<file path="src/rtl/spq_pkg.sv">
package spq_pkg;

	localparam int DEPTH = 16;
	localparam int CNT_W = $clog2(DEPTH + 1);

	localparam logic [2:0] ST_OK    = 3'd0;
	localparam logic [2:0] ST_NULL  = 3'd1;
	localparam logic [2:0] ST_DUP   = 3'd2;
	localparam logic [2:0] ST_FULL  = 3'd3;
	localparam logic [2:0] ST_EMPTY = 3'd4;

	localparam logic ACT_INSERT = 1'b0;
	localparam logic ACT_REMOVE = 1'b1;

	typedef struct packed {
		logic [15:0]        handle;
		logic [7:0]         etype;
		logic signed [31:0] prio;
	} entry_t;

	// per-cycle command broadcast to every cell
	typedef struct packed {
		logic cmp;
		logic ins;
		logic rem;
	} spq_ctrl_t;

endpackage

</file>
<file path="src/rtl/stable_priority_queue.sv">
// stable priority queue, DEPTH sorted cells in a shift chain
// done is registered from the update state, which follows the compare state
// operations do not overlap: busy holds off a new one (accept, compare in all cells, update)
// busy stays high from the accept edge until the result cycle
// reset clears the fill count and the sequencer; the cell payload is not reset
// the receiver cannot stall: done is high for exactly one cycle per operation
module stable_priority_queue (
	input  logic               clk,
	input  logic               arst_n,
	input  logic               start,
	output logic               busy,
	input  logic               action,
	input  logic [15:0]        item_handle,
	input  logic [7:0]         event_type,
	input  logic signed [31:0] priority_req,
	output logic               done,
	output logic [2:0]         status,
	output logic [15:0]        out_handle,
	output logic [7:0]         out_type,
	output logic signed [31:0] out_priority,
	output logic [4:0]         entry_count
);

	localparam logic [1:0] S_IDLE = 2'd0;
	localparam logic [1:0] S_CMP  = 2'd1;
	localparam logic [1:0] S_UPD  = 2'd2;

	logic [1:0]                 state_q;
	logic                       action_q;
	spq_pkg::entry_t            req_q;
	logic [spq_pkg::CNT_W-1:0]  count_q;

	logic                       done_q;
	logic [2:0]                 status_q;
	spq_pkg::entry_t            out_q;

	spq_pkg::spq_ctrl_t         ctrl;
	spq_pkg::entry_t            cell_entry [spq_pkg::DEPTH];
	logic [spq_pkg::DEPTH-1:0]  keep_vec;
	logic [spq_pkg::DEPTH-1:0]  hit_vec;
	logic [spq_pkg::DEPTH-1:0]  occ_vec;

	logic                       accept;
	logic                       dup;
	logic                       is_empty;
	logic                       is_full;
	logic [2:0]                 upd_status;

	assign accept   = start && !busy;
	assign busy     = (state_q != S_IDLE);
	assign dup      = |hit_vec;
	assign is_empty = (count_q == '0);
	assign is_full  = (count_q == spq_pkg::CNT_W'(spq_pkg::DEPTH));

	// occupancy is a thermometer of the fill count
	always_comb begin
		for (int i = 0; i < spq_pkg::DEPTH; i++) begin
			occ_vec[i] = (spq_pkg::CNT_W'(i) < count_q);
		end
	end

	// status of the operation in the update cycle, in rejection order
	always_comb begin
		if (action_q == spq_pkg::ACT_REMOVE) begin
			upd_status = is_empty ? spq_pkg::ST_EMPTY : spq_pkg::ST_OK;
		end else if (req_q.handle == '0) begin
			upd_status = spq_pkg::ST_NULL;
		end else if (dup) begin
			upd_status = spq_pkg::ST_DUP;
		end else if (is_full) begin
			upd_status = spq_pkg::ST_FULL;
		end else begin
			upd_status = spq_pkg::ST_OK;
		end
	end

	// cell commands: compare everywhere, then shift in or shift out
	always_comb begin
		ctrl.cmp = (state_q == S_CMP);
		ctrl.ins = (state_q == S_UPD) && (action_q == spq_pkg::ACT_INSERT)
			&& (upd_status == spq_pkg::ST_OK);
		ctrl.rem = (state_q == S_UPD) && (action_q == spq_pkg::ACT_REMOVE)
			&& (upd_status == spq_pkg::ST_OK);
	end

	// sequencer
	always_ff @(posedge clk or negedge arst_n) begin
		if (!arst_n) begin
			state_q <= S_IDLE;
		end else begin
			case (state_q)
				S_IDLE: begin
					if (accept) state_q <= S_CMP;
				end
				S_CMP: state_q <= S_UPD;
				S_UPD: state_q <= S_IDLE;
				default: state_q <= S_IDLE;
			endcase
		end
	end

	// request capture on the start transfer
	always_ff @(posedge clk) begin
		if (accept) begin
			action_q    <= action;
			req_q.handle <= item_handle;
			req_q.etype  <= event_type;
			req_q.prio   <= priority_req;
		end
	end

	// fill count and result strobe
	always_ff @(posedge clk or negedge arst_n) begin
		if (!arst_n) begin
			count_q <= '0;
			done_q  <= 1'b0;
		end else begin
			done_q <= (state_q == S_UPD);
			if (ctrl.ins) begin
				count_q <= count_q + 1'b1;
			end else if (ctrl.rem) begin
				count_q <= count_q - 1'b1;
			end
		end
	end

	// result payload; the head cell is the entry that leaves on a remove
	always_ff @(posedge clk) begin
		if (state_q == S_UPD) begin
			status_q <= upd_status;
			if (ctrl.rem) begin
				out_q <= cell_entry[0];
			end else begin
				out_q <= '0;
			end
		end
	end

	// the cell chain
	for (genvar g = 0; g < spq_pkg::DEPTH; g++) begin : g_cell
		spq_pkg::entry_t left_e;
		spq_pkg::entry_t right_e;
		logic            left_k;

		if (g == 0) begin : g_head
			assign left_e = req_q;
			assign left_k = 1'b1;
		end else begin : g_mid
			assign left_e = cell_entry[g-1];
			assign left_k = keep_vec[g-1];
		end

		if (g == spq_pkg::DEPTH - 1) begin : g_tail
			assign right_e = cell_entry[g];
		end else begin : g_body
			assign right_e = cell_entry[g+1];
		end

		spq_cell u_cell (
			.clk         (clk),
			.arst_n      (arst_n),
			.ctrl        (ctrl),
			.new_entry   (req_q),
			.left_entry  (left_e),
			.right_entry (right_e),
			.left_keep   (left_k),
			.occ         (occ_vec[g]),
			.entry       (cell_entry[g]),
			.keep        (keep_vec[g]),
			.hit         (hit_vec[g])
		);
	end

	assign done         = done_q;
	assign status       = status_q;
	assign out_handle   = out_q.handle;
	assign out_type     = out_q.etype;
	assign out_priority = out_q.prio;
	assign entry_count  = 5'(count_q);

endmodule

</file>
<file path="src/rtl/spq_cell.sv">
module spq_cell (
	input  logic               clk,
	input  logic               arst_n,
	input  spq_pkg::spq_ctrl_t ctrl,
	input  spq_pkg::entry_t    new_entry,
	input  spq_pkg::entry_t    left_entry,
	input  spq_pkg::entry_t    right_entry,
	input  logic               left_keep,
	input  logic               occ,
	output spq_pkg::entry_t    entry,
	output logic               keep,
	output logic               hit
);

	spq_pkg::entry_t entry_q;
	logic            keep_q;
	logic            hit_q;

	// compare flags, sampled in the cycle before the update
	always_ff @(posedge clk or negedge arst_n) begin
		if (!arst_n) begin
			keep_q <= 1'b0;
			hit_q  <= 1'b0;
		end else if (ctrl.cmp) begin
			keep_q <= occ && (entry_q.prio <= new_entry.prio);
			hit_q  <= occ && (entry_q.handle == new_entry.handle);
		end
	end

	// keep, take the new entry, or shift from a neighbor
	always_ff @(posedge clk) begin
		if (ctrl.ins) begin
			if (!keep_q) begin
				if (left_keep) begin
					entry_q <= new_entry;
				end else begin
					entry_q <= left_entry;
				end
			end
		end else if (ctrl.rem) begin
			entry_q <= right_entry;
		end
	end

	assign entry = entry_q;
	assign keep  = keep_q;
	assign hit   = hit_q;

endmodule

</file>
<file path="config.mk">
export PLATFORM = sky130hd
export DESIGN_NAME = stable_priority_queue
export DESIGN_NICKNAME = d
export VERILOG_FILES = /design/src/rtl/spq_pkg.sv /design/src/rtl/stable_priority_queue.sv /design/src/rtl/spq_cell.sv
export SDC_FILE = /design/constraint.sdc
export NUM_CORES = 2
export LEC_CHECK = 0
export BUFFER_PORTS_ARGS = -buffer_cell sky130_fd_sc_hd__clkbuf_2
export CAP_MARGIN = 20
export CORE_MARGIN = 4
export CORE_UTILIZATION = 55
export CTS_CLUSTER_SIZE = 28
export DETAILED_ROUTE_END_ITERATION = 8
export MAX_ROUTING_LAYER = met4
export PLACE_DENSITY_LB_ADDON = 0.3
export RECOVER_POWER = 100
export SLEW_MARGIN = 40
export SYNTH_ARGS = -nofsm -noshare
export SYNTH_HDL_FRONTEND = slang
export SYNTH_SLANG_ARGS = --single-unit
</file>
<file path="constraint.sdc">
create_clock -name clk -period 8 [get_ports clk]
set_input_delay 0.8 -clock clk [delete_from_list [all_inputs] [get_ports clk]]
set_output_delay 0.8 -clock clk [all_outputs]
set_load 0.1 [all_outputs]
</file>
Word-level counts from Yosys, hierarchy flattened
Index checks and enable logic that the tools add are counted.
{ "op_classes": {"add_sub_neg": 2, "order_cmp": 32, "eq_ne": 35, "n_mux": 69, "bitwise_logic": 2, "n_reduce_logical": 61} }
{ "op_table": {"columns": ["cell", "count"], "rows": [
  ["2-to-1 mux 56 bit", 60],
  ["less-or-equal comparator 32 bit", 16],
  ["== test 16 bit", 16],
  ["less-than comparator 4 x 5 -> 1 bit (first input constant)", 8],
  ["logical AND 1 bit", 37],
  ["inequality test 2 bit (second input constant)", 16],
  ["AND reduction 2 bit", 16],
  ["less-than comparator 3 x 5 -> 1 bit (first input constant)", 4],
  ["logical NOT 16 bit", 1],
  ["OR reduction 16 bit", 1],
  ["less-than comparator 1 x 5 -> 1 bit (first input constant)", 2],
  ["less-than comparator 2 x 5 -> 1 bit (first input constant)", 2],
  ["2-to-1 mux 5 bit", 2],
  ["2-to-1 mux 2 bit", 4],
  ["2-to-1 mux 3 bit", 2],
  ["adder 5 x 1 -> 5 bit (second input constant)", 1],
  ["== test 5 bit (second input constant)", 1],
  ["logical NOT 5 bit", 1],
  ["subtractor 5 x 1 -> 5 bit (second input constant)", 1],
  ["case mux 2 bit (2 select lines)", 1],
  ["nonzero test 2 bit", 2],
  ["logical NOT 3 bit", 1],
  ["== test 2 x 1 -> 1 bit (second input constant)", 1],
  ["== test 2 bit (second input constant)", 1],
  ["3 further kinds", 4]
]} }
{ "word_totals": {"ff_bits": 1052, "input_bits": 60, "output_inout_bits": 66} }

Logic depth before layout (Yosys ltp)
{ "depth": {"depth_word": 9, "depth_mapped": 12, "ltp_nobuf": 9} }

By module
From an unflattened synthesis, not the netlist that was laid out.
{ "hier_totals": {"cells_unflattened": 6536, "area_unflattened_um2": 67753.7} }
{ "by_module_without_submodules": {"columns": ["mod", "instances", "cells_each", "area_each_um2"], "rows": [
  ["spq_cell at g_cell[0].u_cell ...", 14, 392, 3952.5],
  ["spq_cell at g_cell[8].u_cell ...", 2, 389, 3908.7],
  ["stable_priority_queue", 1, 270, 4600.7]
]} }

Worst setup path after synthesis
Ideal clock, no wire load.
{ "synth_path": {"kind": "flip-flop to flip-flop", "start": "register state_q[0]", "end": "register g_cell[0].u_cell.entry_q, in the netlist g_cell[0].u_cell.entry[0], enable pin", "setup_time_ps": 547, "arrival_time_ps": 8082, "slack_ps": -629, "path_stages_with_launch": 6, "path_buffers": 2, "cell_sequence": "dfrtp_1 -> nor2b_1 -> nand3_4 -> buf_8 -> clkbuf_1 -> o21ai_0"} }
{ "synth_via": {"elab_chain_len": 5} }
{ "synth_rtl": {"columns": ["item", "line", "rtl"], "rows": [
  ["start: declaration", "stable_priority_queue.sv:28", "logic [1:0] state_q;"],
  ["start signal: assignment", "stable_priority_queue.sv:89", "state_q <= S_IDLE;"],
  ["start signal: assignment", "stable_priority_queue.sv:93", "if (accept) state_q <= S_CMP;"],
  ["start signal: assignment", "stable_priority_queue.sv:95", "S_CMP: state_q <= S_UPD;"],
  ["== test 2 bit *", "stable_priority_queue.sv:80, stable_priority_queue.sv:82", null],
  ["logical AND 1 bit (on tied branches)", "stable_priority_queue.sv:80, stable_priority_queue.sv:82", null],
  ["logical AND 1 bit (on tied branches)", "stable_priority_queue.sv:81, stable_priority_queue.sv:83", null],
  ["inequality test 2 bit (no source line) / nonzero test 2 bit (equally long branches)", null, null],
  ["AND reduction 2 bit (no source line) *", null, null],
  ["end signal: assignment", "spq_cell.sv:35", "entry_q <= new_entry;"],
  ["end signal: assignment", "spq_cell.sv:37", "entry_q <= left_entry;"],
  ["end signal: assignment", "spq_cell.sv:41", "entry_q <= right_entry;"],
  ["end: declaration", "spq_cell.sv:15", "spq_pkg::entry_t entry_q;"]
]} }
Mark *: on every way between the ends. The rest lies on a longest branch, timed or not.
A chain may end at the register's enable or synchronous reset.

Worst setup path in the final report
{ "layout_path": {"start": "register req_q, in the netlist g_cell[0].left_e[52]", "end": "register g_cell[4].u_cell.entry_q, in the netlist g_cell[4].u_cell.entry[18], enable pin"} }
{ "layout_via": {"elab_chain_len": 7} }
{ "layout_rtl": {"columns": ["item", "line", "rtl"], "rows": [
  ["start: declaration", "stable_priority_queue.sv:30", "spq_pkg::entry_t req_q;"],
  ["logical NOT 16 bit *", "stable_priority_queue.sv:66", "end else if (req_q.handle == '0) begin"],
  ["2-to-1 mux 2 bit *", "stable_priority_queue.sv:66", null],
  ["2-to-1 mux 3 bit *", "stable_priority_queue.sv:64", "if (action_q == spq_pkg::ACT_REMOVE) begin"],
  ["logical NOT 3 bit *", "stable_priority_queue.sv:81, stable_priority_queue.sv:83", null],
  ["logical AND 1 bit (on tied branches)", "stable_priority_queue.sv:81, stable_priority_queue.sv:83", null],
  ["inequality test 2 bit (no source line) / nonzero test 2 bit (equally long branches)", null, null],
  ["AND reduction 2 bit (no source line) *", null, null],
  ["end signal: assignment", "spq_cell.sv:35", null],
  ["end signal: assignment", "spq_cell.sv:37", null],
  ["end signal: assignment", "spq_cell.sv:41", null],
  ["end: declaration", "spq_cell.sv:15", null]
]} }
Marks and branches as above.

==> impl_metrics.sql <==
INSERT INTO impl_metrics (metric_group, metric, value, unit) VALUES
('logic_synthesis', 'asyncSetResetFlopFracSynth', '3.802', '%'),
('route', 'drt-vias-per-instance', '6.367', ''),
('final_layout', 'final_layout_size_suffix_gt1_share', '18.95', '%'),
('critical_path', 'critPathLaunch', 'g_cell[0].left_e[52]$_DFFE_PP_', ''),
('timing', 'setup_violations', '0', ''),
('critical_path', 'timing.critical_path.slowest_stage_cell', 'sky130_fd_sc_hd__clkbuf_1', ''),
('floorplanning', 'coreArea', '0.1262', 'sq mm'),
('global_routing', 'grt_util_all_layers', '31.89', '%'),
('global_routing', 'grt_max_degree', '140', ''),
('critical_path', 'r2r_setup_slack', '1.93', 'ns'),
('timing', 'fin_tns_setup', '0', 'ns'),
('final_layout', 'area_delta_synth_final', '2.750', '%'),
('floorplanning', 'die_width', '365.3', 'um'),
('floorplanning', 'initial_core_util', '55.62', '%'),
('critical_path', 'critical_path_class', 'register to register', ''),
('global_routing', 'global_route.overflow_total', '0', ''),
('logic_synthesis', 'synth-main-ff-cell', 'sky130_fd_sc_hd__edfxtp_1', ''),
('run', 'max-cap-violations', '28', ''),
('final_layout', 'final_common_cell', 'sky130_fd_sc_hd__edfxtp_1', ''),
('pwr', 'power_density', '280.5', 'mW/mm^2'),
('critical_path', 'critical_path.most_common_cell', 'sky130_fd_sc_hd__clkbuf_1', ''),
('route', 'route.antenna.remaining_nets', '0', ''),
('logic_synthesis', 'count_of_flip_flops_with_a_built_in_enable_after_synthesis', '1012', ''),
('global_routing', 'first_global_vias', '47296', ''),
('placed_design', 'dp_hpwl', '144000', 'um'),
('critical_path', 'critPathRequiredTime', '8.27', 'ns'),
('critical_path', 'worst_path_max_stage_delay', '2.40', 'ns'),
('critical_path', 'r2r-start', 'g_cell[0].left_e[52]$_DFFE_PP_', ''),
('logic_synthesis', 'netlist_instances', '5897', ''),
('placed_design', 'gp_congestion', '0.9793', ''),
('critical_path', 'critPathLaunchType', 'register', ''),
('critical_path', 'arrival', '6.34', 'ns'),
('cts', 'numCtsBuffers', '115', ''),
('cts', 'max-clock-path-buffers', '3', ''),
('cts', 'cts.clk_slew.worst_paths', '0.06', 'ns'),
('cts', 'cts_num_sinks', '1052', ''),
('logic_synthesis', 'synth.lib_cells_used.distinct', '73', ''),
('outcome', 'status', 'finished with violations', ''),
('global_routing', 'grt_first_pass_wirelength', '309400', 'um'),
('timing', 'hold_slack', '0.2287', 'ns'),
('global_routing', 'initial_antenna_violation_count', '6', ''),
('timing', 'report.final.hold_viol_count', '0', ''),
('min_path', 'worstHoldPathCells', '1', ''),
('route', 'drt_pass1_iterations', '5', ''),
('critical_path', 'crit_path_end', 'g_cell[4].u_cell.entry[18]$_DFFE_PP_', ''),
('timing', 'clock.fmax', '0.1648', 'GHz'),
('pwr', 'irDropWorstVdd', '0.2856', 'mV'),
('timing', 'final_min_period_over_clock_period', '75.84', '%'),
('cts', 'post_cts_resize_count', '0', ''),
('cts', 'cts_hold_buffers', '0', ''),
('timing', 'setup_repair_after_global_routing_missed_its_margin', 'false', ''),
('placed_design', 'placement.io_buffers', '125', ''),
('timing', 'maxSlewViolCount', '816', ''),
('route', 'route.final.wire_length', '209900', 'um'),
('cts', 'post_cts_buffers', '0', ''),
('route', 'post_route_drc_violation_count', '0', ''),
('critical_path', 'critical_path.endpoint_type', 'register', ''),
('min_path', 'hold_class', 'input port to register', ''),
('final_layout', 'layout.nets', '6393', ''),
('cts', 'cts_tree', 'done', ''),
('pwr', 'power', '20.24', 'mW'),
('route', 'drt-wirelength-per-cell', '27.73', 'um'),
('route', 'drt_iter0_markers', '5240', ''),
('cts', 'cts_max_level', '3', ''),
('floorplanning', 'rows', '130', ''),
('outcome', 'violations', 'max-capacitance violations, max-slew violations', ''),
('pwr', 'p_leak', '27.80', 'nW'),
('logic_synthesis', 'post_synthesis_cell_area', '0.07021', 'sq mm'),
('timing', 'worstMarginPinSlew', '3.536', 'ns'),
('logic_synthesis', 'post_synth.cell_area_avg', '11.91', 'sq um'),
('logic_synthesis', 'synth_seq_cells', '1052', '');
-- where the power goes --
group          internal [mW]  switching (mW)
Combinational           2.43            3.97
Clock                   3.06            2.34
Sequential              7.13            1.30
Total                   12.6            7.61
-- worst min path at each step --
stage | end | from
floorplan | g_cell[7].u_cell.hit$_DFFE_PN0N_ | g_cell[7].u_cell.hit$_DFFE_PN0N_
global placement | g_cell[9].u_cell.hit$_DFFE_PN0N_ | g_cell[9].u_cell.hit$_DFFE_PN0N_
detailed placement | g_cell[14].u_cell.hit$_DFFE_PN0N_ | g_cell[14].u_cell.hit$_DFFE_PN0N_
CTS | g_cell[9].u_cell.keep$_DFFE_PN0N_ | arst_n
global route | g_cell[0].left_e[42]$_DFFE_PP_ | item_handle[2]
finish | g_cell[0].left_e[6]$_DFFE_PP_ | priority_req[6]
-- synth_stat cells, types with 58 or more instances --
cell	count	area share, %
sky130_fd_sc_hd__nor2_1	74	0.40
sky130_fd_sc_hd__and2_1	58	0.52
sky130_fd_sc_hd__nand2_1	192	1.0
sky130_fd_sc_hd__nand4_1	129	1.1
sky130_fd_sc_hd__o21ai_2	700	8.7
sky130_fd_sc_hd__clkbuf_1	224	1.2
sky130_fd_sc_hd__nand2_2	700	6.2
sky130_fd_sc_hd__edfxtp_1	1012	43
sky130_fd_sc_hd__a21oi_1	213	1.5
sky130_fd_sc_hd__ha_1	516	9.2
sky130_fd_sc_hd__o21ai_1	91	0.65
sky130_fd_sc_hd__mux2_2	60	0.96
sky130_fd_sc_hd__nor4_1	58	0.52
sky130_fd_sc_hd__buf_12	78	2.2
sky130_fd_sc_hd__xor2_1	164	2.0
sky130_fd_sc_hd__inv_1	68	0.36
sky130_fd_sc_hd__mux2i_1	786	11
sky130_fd_sc_hd__buf_2	107	0.76
sky130_fd_sc_hd__o21ai_0	95	0.68
sky130_fd_sc_hd__xnor2_1	99	1.2
-- sequential cells by signal, indices dropped and copies added, names as in the netlist, 2 cells and up --
| register | count |
|---|---|
| g_cell.u_cell.entry | 896 |
| g_cell.left_e | 56 |
| out_priority | 32 |
| g_cell.u_cell.hit | 16 |
| g_cell.u_cell.keep | 16 |
| out_handle | 16 |
| out_type | 8 |
| entry_count | 5 |
| status | 3 |
| state_q | 2 |
-- worst max-delay path: cells and delay by family, from the launching register on --
family          cells  cell delay [ns]
compound gates      1             0.27
buf+inv             3             4.01
flops               1             0.32
simple gates        4             0.92
-- per-layer routing --
metal	GRT usage, %	vias to the layer above	share of wire (%)
li1	-	21709	-
met1	41.22	23833	40
met2	48.94	2111	45
met3	4.807	542	8.2
met4	16.54	0	6.3
met5	-	-	0
-- final cells by class --
type | count | area, sq um
sequential | 1052 | 31440
fill | 11097 | 54080
timing repair buffer | 245 | 1580
tap | 1650 | 2064
multi-input combinational | 4335 | 33060
antenna | 2 | 5.005
clock buffer | 163 | 3239
inverter | 68 | 255.2
clock inverter | 54 | 498.0
-- logic make-up (layout without fill, tap and decap cells) --
group / Yosys count / in the layout / synth area share, %
buffers and inverters: 510 / 530 / 4.874
AOI/OAI and AO/OA: 1289 / 1289 / 13.71
muxes: 901 / 901 / 13.05
DFF: 1052 / 1052 / 44.71
adders and majority gates: 516 / 516 / 9.196
and+or+nand+nor: 1366 / 1366 / 11.18
xor gates and xnor gates: 263 / 263 / 3.281
other: 0 / 2 / 0
-- stage by stage --
step | setup slack, ns | util (%) | cell area, sq um
floorplan | -0.6294 | - | 70210
global placement | 3.205 | 56.12 | 70830
detailed placement | 3.640 | 56.45 | 71250
CTS | 3.601 | 59.41 | 74990
global route | 1.801 | 57.15 | 72140
finish | 1.933 | 57.15 | 72140
(Power assumes the default switching activity.)
